[src/rtl/ptmq_pkg.sv]
// shared types and constants for the per-thread message queue manager
package ptmq_pkg;
  localparam int SLOTS = 32;
  localparam int THREADS = 16;
  localparam int PORT_BITS = 16;
  localparam int SW = $clog2(SLOTS);
  localparam int LW = $clog2(SLOTS + 1);
  localparam int TW = (THREADS > 1) ? $clog2(THREADS) : 1;
  localparam logic [LW-1:0] NIL = LW'(SLOTS);

  localparam logic [2:0] FN_APPEND  = 3'd0;
  localparam logic [2:0] FN_PREPEND = 3'd1;
  localparam logic [2:0] FN_REMOVE  = 3'd2;
  localparam logic [2:0] FN_PEEK    = 3'd3;
  localparam logic [2:0] FN_FIND    = 3'd4;

  localparam logic [1:0] ST_OK        = 2'd0;
  localparam logic [1:0] ST_EMPTY     = 2'd1;
  localparam logic [1:0] ST_FULL      = 2'd2;
  localparam logic [1:0] ST_NOT_FOUND = 2'd3;

  typedef struct packed {
    logic [2:0]  func;
    logic [3:0]  thread_index;
    logic [15:0] sender_port;
    logic [31:0] msg_code;
    logic [31:0] msg_arg;
    logic        has_payload;
  } in_word_t;

  typedef struct packed {
    logic [1:0]  status;
    logic [15:0] out_port;
    logic [31:0] out_code;
    logic [31:0] out_arg;
    logic        out_payload;
  } out_word_t;

  // one slot of the message store
  typedef struct packed {
    logic [PORT_BITS-1:0] sender;
    logic [31:0]          code;
    logic [31:0]          arg;
    logic                 pay;
  } slot_t;

  // request from sequencer to slot memory
  typedef struct packed {
    logic          slot_we;
    logic [SW-1:0] slot_waddr;
    slot_t         slot_wdata;
    logic          link_we;
    logic [SW-1:0] link_waddr;
    logic [LW-1:0] link_wdata;
    logic [SW-1:0] raddr;
  } mem_req_t;
endpackage

[src/rtl/ptmq_slot_mem.sv]
// slot store: message fields and next links, registered read
module ptmq_slot_mem (
  input  logic              clk,
  input  ptmq_pkg::mem_req_t req,
  output ptmq_pkg::slot_t   rd_slot,
  output logic [ptmq_pkg::LW-1:0] rd_link
);
  import ptmq_pkg::*;
  slot_t         slots [SLOTS];
  logic [LW-1:0] links [SLOTS];

  always_ff @(posedge clk) begin
    if (req.slot_we) slots[req.slot_waddr] <= req.slot_wdata;
    if (req.link_we) links[req.link_waddr] <= req.link_wdata;
    rd_slot <= slots[req.raddr];
    rd_link <= links[req.raddr];
  end
endmodule

[src/rtl/ptmq_free_finder.sv]
// lowest free slot search over the used bitmap, one slot a cycle
module ptmq_free_finder (
  input  logic                      clk,
  input  logic                      rst,
  input  logic                      start,
  input  logic [ptmq_pkg::SLOTS-1:0] used,
  output logic                      done,
  output logic                      found,
  output logic [ptmq_pkg::SW-1:0]   slot
);
  import ptmq_pkg::*;
  logic          busy;
  logic [LW-1:0] idx;

  always_ff @(posedge clk) begin
    if (rst) begin
      busy <= 1'b0;
      done <= 1'b0;
      found <= 1'b0;
      idx <= '0;
    end else begin
      done <= 1'b0;
      if (start) begin
        busy <= 1'b1;
        idx <= '0;
        found <= 1'b0;
      end else if (busy) begin
        if (idx == NIL) begin
          busy <= 1'b0;
          done <= 1'b1;
        end else if (!used[idx[SW-1:0]]) begin
          busy <= 1'b0;
          done <= 1'b1;
          found <= 1'b1;
          slot <= idx[SW-1:0];
        end else begin
          idx <= idx + 1'b1;
        end
      end
    end
  end
endmodule

[src/rtl/per_thread_message_queue_manager.sv]
// message queue manager: per-thread linked lists over a shared slot pool
// Usage: one input channel (in_valid/in_stall/in_data) carries a command word,
// one output channel (out_valid/out_stall/out_data) returns one status word for
// every command. Commands are taken one at a time: in_stall is high from the
// accepted word until its result has left the output register.
// Steps from acceptance to out_valid:
//   append/prepend: decode, then the free slot scan for the lowest free slot
//   (one slot a cycle), which runs over the whole pool when it is full
//   remove/peek: decode, then one registered read of the head slot
//   find: decode, then a walk of up to the queue length (one slot read
//   each step through the shared slot memory port)
//   empty queue or unknown command: decode only
// A result waits in the output register while out_stall is high; the next
// command is accepted once that register has been emptied.
// Reset clears the used bitmap, queue heads, tails, lengths and the pool count;
// slot contents are not cleared and are only read after being written.
module per_thread_message_queue_manager (
  input  logic                clk,
  input  logic                rst,
  input  logic                in_valid,
  output logic                in_stall,
  input  ptmq_pkg::in_word_t  in_data,
  output logic                out_valid,
  input  logic                out_stall,
  output ptmq_pkg::out_word_t out_data
);
  import ptmq_pkg::*;

  typedef enum logic [6:0] {
    S_IDLE  = 7'b0000001,
    S_DEC   = 7'b0000010,
    S_SCAN  = 7'b0000100,
    S_RD    = 7'b0001000,
    S_HEAD  = 7'b0010000,
    S_WALK  = 7'b0100000,
    S_DONE  = 7'b1000000
  } state_t;

  state_t               state;
  in_word_t             cmd;
  logic [SLOTS-1:0]     used;
  logic [LW-1:0]        qhead [THREADS];
  logic [LW-1:0]        qtail [THREADS];
  logic [LW-1:0]        qlen  [THREADS];
  logic [LW-1:0]        pool;
  logic [TW-1:0]        t;
  logic [LW-1:0]        cur, prev, cnt;
  mem_req_t             req;
  mem_req_t             mreq;
  slot_t                rd_slot;
  logic [LW-1:0]        rd_link;
  logic                 ff_start, ff_done, ff_found;
  logic [SW-1:0]        ff_slot;
  logic                 lw_phase;

  ptmq_slot_mem u_mem (.clk(clk), .req(mreq), .rd_slot(rd_slot), .rd_link(rd_link));
  ptmq_free_finder u_ff (.clk(clk), .rst(rst), .start(ff_start), .used(used),
    .done(ff_done), .found(ff_found), .slot(ff_slot));

  assign in_stall = (state != S_IDLE) || out_valid;

  always_comb begin
    req = '0;
    req.raddr = cur[SW-1:0];
    req.slot_wdata.sender = cmd.sender_port[PORT_BITS-1:0];
    req.slot_wdata.code = cmd.msg_code;
    req.slot_wdata.arg = cmd.msg_arg;
    req.slot_wdata.pay = cmd.has_payload;
    req.slot_waddr = ff_slot;
    ff_start = (state == S_DEC) && (cmd.func == FN_APPEND || cmd.func == FN_PREPEND);
  end

  // walk step: write ports driven from the sequencer below
  logic          lw_en;
  logic [SW-1:0] lw_addr;
  logic [LW-1:0] lw_data;
  logic          sw_en;

  always_ff @(posedge clk) begin
    if (rst) begin
      state <= S_IDLE;
      out_valid <= 1'b0;
      used <= '0;
      pool <= '0;
      for (int i = 0; i < THREADS; i++) begin
        qhead[i] <= NIL;
        qtail[i] <= NIL;
        qlen[i] <= '0;
      end
    end else begin
      if (out_valid && !out_stall) out_valid <= 1'b0;
      case (state)
        S_IDLE: begin
          if (in_valid && !in_stall) begin
            cmd <= in_data;
            t <= TW'(in_data.thread_index % THREADS);
            state <= S_DEC;
          end
        end
        S_DEC: begin
          cur <= qhead[t];
          prev <= NIL;
          cnt <= '0;
          case (cmd.func)
            FN_APPEND, FN_PREPEND: begin
              out_data <= '0;
              state <= S_SCAN;
            end
            FN_REMOVE, FN_PEEK, FN_FIND: begin
              if (qlen[t] == '0 || qhead[t] == NIL) begin
                out_data <= '{status: ST_EMPTY, out_port: '0, out_code: '0,
                              out_arg: '0, out_payload: 1'b0};
                state <= S_DONE;
              end else begin
                out_data <= '0;
                state <= (cmd.func == FN_FIND) ? S_WALK : S_RD;
              end
            end
            default: begin
              out_data <= '0;
              state <= S_DONE;
            end
          endcase
        end
        S_SCAN: begin
          if (ff_done) begin
            if (!ff_found || pool >= LW'(SLOTS)) begin
              out_data.status <= ST_FULL;
            end else begin
              used[ff_slot] <= 1'b1;
              pool <= pool + 1'b1;
              qlen[t] <= qlen[t] + 1'b1;
              if (cmd.func == FN_PREPEND) begin
                if (qlen[t] == '0) qtail[t] <= LW'(ff_slot);
                qhead[t] <= LW'(ff_slot);
              end else begin
                if (qlen[t] == '0) qhead[t] <= LW'(ff_slot);
                qtail[t] <= LW'(ff_slot);
              end
            end
            state <= S_DONE;
          end
        end
        S_RD: state <= S_HEAD;
        S_HEAD: begin
          out_data.out_port <= 16'(rd_slot.sender);
          out_data.out_payload <= rd_slot.pay;
          if (cmd.func == FN_REMOVE) begin
            out_data.out_code <= rd_slot.code;
            out_data.out_arg <= rd_slot.arg;
            used[cur[SW-1:0]] <= 1'b0;
            qlen[t] <= qlen[t] - 1'b1;
            if (qlen[t] == LW'(1) || rd_link == NIL) begin
              qhead[t] <= NIL;
              qtail[t] <= NIL;
            end else begin
              qhead[t] <= rd_link;
            end
            if (pool != '0) pool <= pool - 1'b1;
          end
          state <= S_DONE;
        end
        S_WALK: begin
          // alternate: issue read of cur, then test it
          if (lw_phase) begin
            if (rd_slot.sender == cmd.sender_port[PORT_BITS-1:0]) begin
              out_data.status <= ST_OK;
              if (prev != NIL) begin
                if (qtail[t] == cur) qtail[t] <= prev;
                qhead[t] <= cur;
              end
              state <= S_DONE;
            end else if (cnt + 1'b1 >= qlen[t] || rd_link == NIL) begin
              out_data.status <= ST_NOT_FOUND;
              state <= S_DONE;
            end else begin
              prev <= cur;
              cur <= rd_link;
              cnt <= cnt + 1'b1;
            end
          end
        end
        S_DONE: begin
          if (!out_valid) begin
            out_valid <= 1'b1;
            state <= S_IDLE;
          end
        end
        default: state <= S_IDLE;
      endcase
    end
  end

  // find walk: phase toggles between read issue and compare
  logic [LW-1:0] head_save;
  always_ff @(posedge clk) begin
    if (rst) lw_phase <= 1'b0;
    else if (state == S_WALK) lw_phase <= !lw_phase;
    else lw_phase <= 1'b0;
  end
  always_ff @(posedge clk) begin
    if (state == S_DEC) head_save <= qhead[t];
  end

  // link writes: new slot link on append or prepend, and find unlink (two writes)
  logic          mv_pending;
  logic [SW-1:0] mv_addr;
  logic [LW-1:0] mv_data;
  always_ff @(posedge clk) begin
    if (rst) mv_pending <= 1'b0;
    else if (state == S_WALK && lw_phase && prev != NIL &&
             rd_slot.sender == cmd.sender_port[PORT_BITS-1:0]) begin
      mv_pending <= 1'b1;
      mv_addr <= cur[SW-1:0];
      mv_data <= head_save;
    end else mv_pending <= 1'b0;
  end

  always_comb begin
    sw_en = 1'b0;
    lw_en = 1'b0;
    lw_addr = ff_slot;
    lw_data = NIL;
    if (state == S_SCAN && ff_done && ff_found && pool < LW'(SLOTS)) begin
      sw_en = 1'b1;
      lw_en = 1'b1;
      if (cmd.func == FN_PREPEND) lw_data = qhead[t];
    end else if (state == S_WALK && lw_phase && prev != NIL &&
                 rd_slot.sender == cmd.sender_port[PORT_BITS-1:0]) begin
      lw_en = 1'b1;
      lw_addr = prev[SW-1:0];
      lw_data = rd_link;
    end else if (mv_pending) begin
      lw_en = 1'b1;
      lw_addr = mv_addr;
      lw_data = mv_data;
    end
  end

  // append also links the old tail; done in the cycle after the slot write
  logic          tl_pending;
  logic [SW-1:0] tl_addr;
  logic [SW-1:0] tl_data;
  always_ff @(posedge clk) begin
    if (rst) tl_pending <= 1'b0;
    else begin
      tl_pending <= sw_en && cmd.func == FN_APPEND && qlen[t] != '0 && qtail[t] != NIL;
      tl_addr <= qtail[t][SW-1:0];
      tl_data <= ff_slot;
    end
  end

  always_comb begin
    mem_req_t r;
    r = req;
    r.slot_we = sw_en;
    r.link_we = lw_en || tl_pending;
    r.link_waddr = tl_pending ? tl_addr : lw_addr;
    r.link_wdata = tl_pending ? LW'(tl_data) : lw_data;
    mreq = r;
  end
endmodule

[config.mk]
export PLATFORM = sky130hd
export DESIGN_NAME = per_thread_message_queue_manager
export DESIGN_NICKNAME = d
export VERILOG_FILES = /design/src/rtl/ptmq_pkg.sv /design/src/rtl/ptmq_slot_mem.sv /design/src/rtl/ptmq_free_finder.sv /design/src/rtl/per_thread_message_queue_manager.sv
export SDC_FILE = /design/constraint.sdc
export NUM_CORES = 2
export LEC_CHECK = 0
export ABC_AREA = 0
export BUFFER_PORTS_ARGS = -buffer_cell sky130_fd_sc_hd__buf_2
export CAP_MARGIN = 20
export CELL_PAD_IN_SITES_DETAIL_PLACEMENT = 0
export CELL_PAD_IN_SITES_GLOBAL_PLACEMENT = 1
export CORE_UTILIZATION = 50
export DETAILED_ROUTE_END_ITERATION = 10
export PLACE_DENSITY = 0.83
export SYNTH_ARGS = -nofsm -noshare
export SYNTH_HDL_FRONTEND = slang
export SYNTH_SLANG_ARGS = --single-unit
[constraint.sdc]
create_clock -name clk -period 6.5 [get_ports clk]
set_input_delay 1.3 -clock clk [delete_from_list [all_inputs] [get_ports clk]]
set_output_delay 1.3 -clock clk [all_outputs]
set_load 0.01 [all_outputs]
Word-level counts from Yosys, hierarchy flattened
Memories as Yosys holds them, arrays and structs flattened. A register that Yosys moved wholly into a read port is not among the register bits.
Index checks and enable logic that the tools add are counted.

operators by class
  $add $sub $neg = 6
  reductions and logical operators = 53
  multiplexer cells = 153
  order comparisons = 8
  eq/ne operators = 31
  bitwise operators = 17

operators by type and width
  kind                   count
  $mux W6                30
  $mux W82               2
  $pmux W81 S2           1
  $mux W32               3
  $mux W1                83
  $mux W64               1
  $pmux W32 S2           1
  $mux W7                7
  $pmux W7 S7            1
  $pmux W6 S2            4
  $and A32 B32 Y32       1
  $not A32 Y32           1
  $or A32 B32 Y32        1
  $add A6 B1 Y6 const B  4
  $mux W4                6
  $mux W5                4
  $reduce_and A5 Y1      4
  $eq A6 B6 Y1 const B   3
  $lt A5 B6 Y1 const B   3
  $ne A2 B2 Y1 const B   9
  $reduce_or A6 Y1       3
  $eq A16 B16 Y1         1
  $logic_and A1 B1 Y1    14
  $pmux W7 S2            1
  40 further kinds       80

storage, ports and cells
  bits of input ports = 92
  bits in registers = 279
  word-level logic and storage cells = 304
  memories kept = 5
  memory bits (writable) = 3,072

memories
  name         depth  width  read ports  clocked after Yosys merged registers in  write ports  RTL line                                source
  u_mem.slots  32     81     1           1                                        1            ptmq_slot_mem.sv:9                      slot_t slots [SLOTS];
  u_mem.links  32     6      1           1                                        1            ptmq_slot_mem.sv:10                     logic [LW-1:0] links [SLOTS];
  qhead        16     6      1           1                                        16           per_thread_message_queue_manager.sv:42  logic [LW-1:0] qhead [THREADS];
  qlen         16     6      1           1                                        16           per_thread_message_queue_manager.sv:44  logic [LW-1:0] qlen [THREADS];
  qtail        16     6      1           1                                        16           per_thread_message_queue_manager.sv:43  logic [LW-1:0] qtail [THREADS];

Longest topological paths before layout
  word-level depth = 14
  mapped depth = 17

Cells and area by module
A second synthesis with hierarchy kept.

unflattened totals
  cells, all modules = 7,059
  area, all modules = 133,322.9 um2

by module, submodules not included
  module                            times used  cells each  area an instance (um2)
  ptmq_slot_mem                     1           5,135       107,712.1
  per_thread_message_queue_manager  1           1,838       24,718.7
  ptmq_free_finder                  1           86          892.1

Least setup slack after synthesis
OpenSTA, ideal clock, no wires.

  kind = register to register
  start point = register with a tool-made name
  end point = register cnt[0], enable pin
  slack = 1.442 ns
  clock period less this slack = 5.058 ns
  stages on the path, launching flop included = 16
  data arrival time = 4.637 ns
  library setup time = 0.421 ns
  cells stage by stage = dfxtp_1 -> buf_4 -> buf_6 -> buf_2 -> buf_1 -> mux4_2 -> mux4_2 -> buf_6 -> clkbuf_1 -> ha_1 -> nand2b_1 -> a21o_1 -> a21oi_1 -> o21a_1 -> a21oi_1 -> a211oi_1

RTL lines
  element               RTL line                                 source
  end signal, assigned  per_thread_message_queue_manager.sv:179  cnt <= cnt + 1'b1;
  end, declared         per_thread_message_queue_manager.sv:47   logic [LW-1:0] cur, prev, cnt;

Worst setup path after layout
  start point = register cmd[80] (netlist bit)
  end point = memory u_mem.links[20][2] (netlist bit), enable pin

between the ends
  cells in the longest elaborated chain, start to end = 7

ends and longest elaborated chain
  element                        RTL line                                 source
  start, declared                per_thread_message_queue_manager.sv:40   in_word_t cmd;
  start signal, assigned         per_thread_message_queue_manager.sv:95   cmd <= in_data;
  $eq A16 B16 Y1 *               per_thread_message_queue_manager.sv:229  rd_slot.sender == cmd.sender_port[PORT_BITS-1:0]) begin
  $logic_and A1 B1 Y1 *          per_thread_message_queue_manager.sv:228  end else if (state == S_WALK && lw_phase && prev != NIL &&
  $mux W1                        per_thread_message_queue_manager.sv:228
  $mux W1                        per_thread_message_queue_manager.sv:224  if (state == S_SCAN && ff_done && ff_found && pool < LW'(SLOTS)) begin
  $logic_or A1 B1 Y1             per_thread_message_queue_manager.sv:257  r.link_we = lw_en || tl_pending;
  $mux W1                        ptmq_slot_mem.sv:14                      if (req.link_we) links[req.link_waddr] <= req.link_wdata;
  $mux W1 (not written as such)  ptmq_slot_mem.sv:14
  end, declared                  ptmq_slot_mem.sv:10

Every way passes the cells marked *; elsewhere a longest branch is shown, timed or not.

==> impl_summary.md <==
Run status
The flow ran to the end, and the final reports show no timing, DRC or antenna violations.

Setup path
The largest fanout of any net on the critical path is 33. For flop-to-flop paths, the worst setup slack is 1180 ps. The critical-path cell with the highest stage delay is edfxtp_1. By startpoint and endpoint, the worst setup path is classified as flop to flop. The kind of cell with the highest combined delay along the critical path is simple AND/OR/NAND/NOR gates.

Together, buffers and inverters on the worst path number 0. The arrival time of data at the critical path endpoint is 5870 ps. The startpoint of the worst register-to-register path is cmd[80]$_DFFE_PP_. For the worst flop-to-flop path, the logic depth is 8. The required time at the endpoint of the critical path is 7050 ps. The most critical setup path has its endpoint at u_mem.links[20][2]$_DFFE_PP_. The critical register-to-register path endpoint is u_mem.links[20][2]$_DFFE_PP_. The beginning of the critical path is cmd[80]$_DFFE_PP_. The critical path crosses 8 cells after its start point. The critical path goes through xor2_1 -> nor4_1 -> nand4_1 -> nor2_1 -> a211o_1 -> a21oi_1 -> a21oi_1 -> nor2_1. The stage delay of the slowest cell on the critical path is 990 ps. The category of the worst setup path capture point is a flop.

The worst setup path is launched from a flop.

Timing
The count of pins over their slew limit is 0. The period utilization is 0.819. The worst path in the final design needs a cycle of 5320 ps, including I/O delays and setup.

Setup repair after global routing left no endpoint under its margin. The total setup violations reported at the end of the flow is 0. The clock skew after layout is 93.6 ps.

The slew at the pin closest to its max-slew limit is 1240 ps. Measured against its own limit, the worst slew margin works out to 0.173. The smallest hold slack is 406 ps. Based on the critical path, the design can be clocked at up to 188 MHz. The final number of hold-violating endpoints was 0. For the final routed database, the setup TNS stands at 0 ps.

Synth
In this run, distinct cell masters in the synthesized netlist total 79. After synthesis the netlist holds a flip-flop and latch count of 3,442. The gate count after technology mapping is 6,160. The synthesized netlist occupies a cell area of 0.131 mm^2. The register area share after synthesis is 0.779. For this run, asynchronously set or reset flops after synthesis account for 0.

The synthesized area divided by synthesized cell count is 21.2 um^2. The number of enable-type register cells in the synthesized netlist is 3,293. Synthesis produced a netlist with a net count of 6,270. For this run, the number of Yosys warnings is 0. The most common flop cell mapped by yosys is edfxtp_1.

Floorplan
177 I/O pins were placed. Measured along the y axis, the die boundary spans 513 um. Measured along the x axis, the die boundary spans 513 um. The initialized floorplan defines 187 standard-cell rows. The floorplan step defined a die boundary enclosing 0.264 mm^2.

The floorplan step defined a core boundary enclosing 0.260 mm^2. The effective utilization at floorplan is 0.503.

Routing
The final wirelength is 341 mm. The total via count after detailed routing is 67.3k. The violation count after the first detailed-route iteration is 9,849.

Before antenna repair, the detailed router went through 6 iterations. The residual DRC count is 0. The detail route stage leaves a number of antenna-violating nets equal to 0.

The vias per cell is 6.66. The per-cell routed wire length is 33.8 um.

CTS
The clock latency on the worst-skew pair is 990 ps. The number of buffers inserted for hold repair after clock tree synthesis is 0. CTS built an H-tree with a depth of 5.

The number of sinks driven by the clock tree is 3,442. The number of gates resized after CTS was 0. The clock tree buffer depth is 4.

After clock tree synthesis, the clock-pin slew on the worst setup and hold paths is 60 ps. TritonCTS built the clock tree. Counting the buffers created by CTS gives 342.

In this run the clock root is driven by a clkbuf_16. The post-CTS setup buffer count is 0.

Power and ir drop
The leakage component of the power is 45.7 nW. The worst-case IR drop observed on VDD is 265 uV. The power per cell area is 324 mW/mm^2.

Final layout
Summing all non-filler instances in the final layout gives an area of 0.147 mm^2. Relative to the synthesized area, the layout overhead comes to 12.2%. The share of post-route cells with drive strength above 1 is 0.252. The layout net count is 6,552.

Placed design
The detailed placer's ending HPWL is 168 mm. The placed instances occupy a cell area of 0.136 mm^2. The count of buffers from port buffering is 176. The routability-driven placement congestion ratio is 0.846.

GRT
The initial antenna violation count is 18. The pin count of the biggest net entering global routing is 143. In the global route stage, overall resource usage came out at 0.258. The leftover overflow at the end of global routing is 0.

The first global-routing pass estimated 484 mm of wire. The via count of the first global-routing pass was 66.6k.

Worst hold path
The worst hold path belongs to the class flop to flop.

Job
The reported max-cap violation count is 0.
==> cells in the mapped netlist (all sizes together) (73+ instances only) <==
cell type	count	share of area
edfxtp	3293	0.76
mux4	789	0.14
a22oi	351	0.020
clkbuf	253	0.0073
nor2	180	0.0052
nor3	179	0.0084
nand2	166	0.0048
dfxtp	149	0.023
buf	116	0.0048
and2	97	0.0046
nand4	92	0.0044
o21ai	84	0.0032
a21oi	73	0.0028
==> power by group <==
group | internal, mW | switching [mW] | total [mW]
Combinational | 1.13 | 1.68 | 2.81
Clock | 10.9 | 8.21 | 19.1
Sequential | 24.9 | 0.663 | 25.6
Total | 37.0 | 10.6 | 47.5
==> cells in the final DEF, fill, tap and decap left out, drive strengths merged, types with 7 or more instances in the layout <==
cell type	netlist	final
edfxtp	3293	3293
mux4	789	789
clkbuf	253	447
a22oi	351	351
buf	116	307
nor2	180	180
nor3	179	179
nand2	166	166
dfxtp	149	149
clkinv	0	119
and2	97	97
nand4	92	92
o21ai	84	84
a21oi	73	73
inv	53	59
nand3	44	44
xor2	23	23
xnor2	22	22
bufinv	0	20
nand3b	18	18
ha	17	17
mux2i	17	17
clkinvlp	0	12
nor2b	11	11
nor4	11	11
or3	9	9
and3	9	9
nor3b	9	9
nand2b	8	8
or2	7	7
a21o	7	7
o211ai	7	7
a211oi	7	7
==> routing by layer <==
layer,routed length (um),part of all wire,vias up,global-route usage
li1,-,-,26300,-
met1,124000,0.36,35300,0.352
met2,166000,0.48,5065,0.415
met3,40100,0.12,717,0.0542
met4,11900,0.035,4,0.0857
met5,31,0.000091,-,0
==> area by class of cell <==
class,instances,area (um^2)
Fill cell,18300,113000
Sequential cell,3442,102000
Multi-Input combinational cell,2296,27300
Clock buffer,447,9330
Tap cell,3402,4260
Timing Repair Buffer,307,2270
Clock inverter,157,1310
Inverter,53,367
Antenna cell,2,5.00
==> worst reg2reg max path: stages, from the launching register on <==
cell and delay, ps:
edfxtp_1 990, xor2_1 270, nor4_1 690, nand4_1 770
nor2_1 560, a211o_1 190, a21oi_1 70, a21oi_1 990
nor2_1 390
==> worst min-delay path by stage <==
stage	cells after the start	slack (ps)	startpoint	end
finish	0	410	head_save[2]$_DFFE_PP_	mv_data[2]$_DFFE_PP_
detailed placement	0	410	head_save[2]$_DFFE_PP_	mv_data[2]$_DFFE_PP_
global placement	0	400	head_save[2]$_DFFE_PP_	mv_data[2]$_DFFE_PP_
floorplan	0	400	head_save[0]$_DFFE_PP_	mv_data[0]$_DFFE_PP_
global route	0	420	head_save[2]$_DFFE_PP_	mv_data[2]$_DFFE_PP_
CTS	0	400	head_save[2]$_DFFE_PP_	mv_data[2]$_DFFE_PP_
==> state kept, by name (all words and copies together), names as in the netlist, 81 cells and up, named ones only <==
signal	flops
u_mem.slots	2592
u_mem.links	192
qhead	96
qlen	96
qtail	96
cmd	84
out_data	83
u_mem.rd_slot	81
==> logic make-up (layout without fill, tap and decap cells) <==
family                   count (synthesis)  in the layout  synth area share
multiplexers                           807            807             0.138
buffers and inverters                  422            964            0.0135
flip-flops                            3442           3442             0.779
XOR/XNOR                                45             45           0.00313
adder cells (fa/ha/maj)                 18             18           0.00178
other                                    0              2                 0
AO/OA/AOI/OAI                          562            562            0.0297
AND/OR/NAND/NOR                        864            864            0.0351
==> metrics by stage <==
stage / cells / setup WS (ps) / total power, mW / util
after floorplan: 6160 / 1440 / 27.7 / -
after global placement: 9498 / 1670 / 28.8 / 0.524
after detailed placement: 9499 / 1370 / 28.8 / 0.524
after CTS: 10100 / 1290 / 47.6 / 0.565
after global routing: 10100 / 953 / 48.6 / 0.565
final: 10100 / 1180 / 47.5 / 0.565
(Power assumes the default switching activity.)
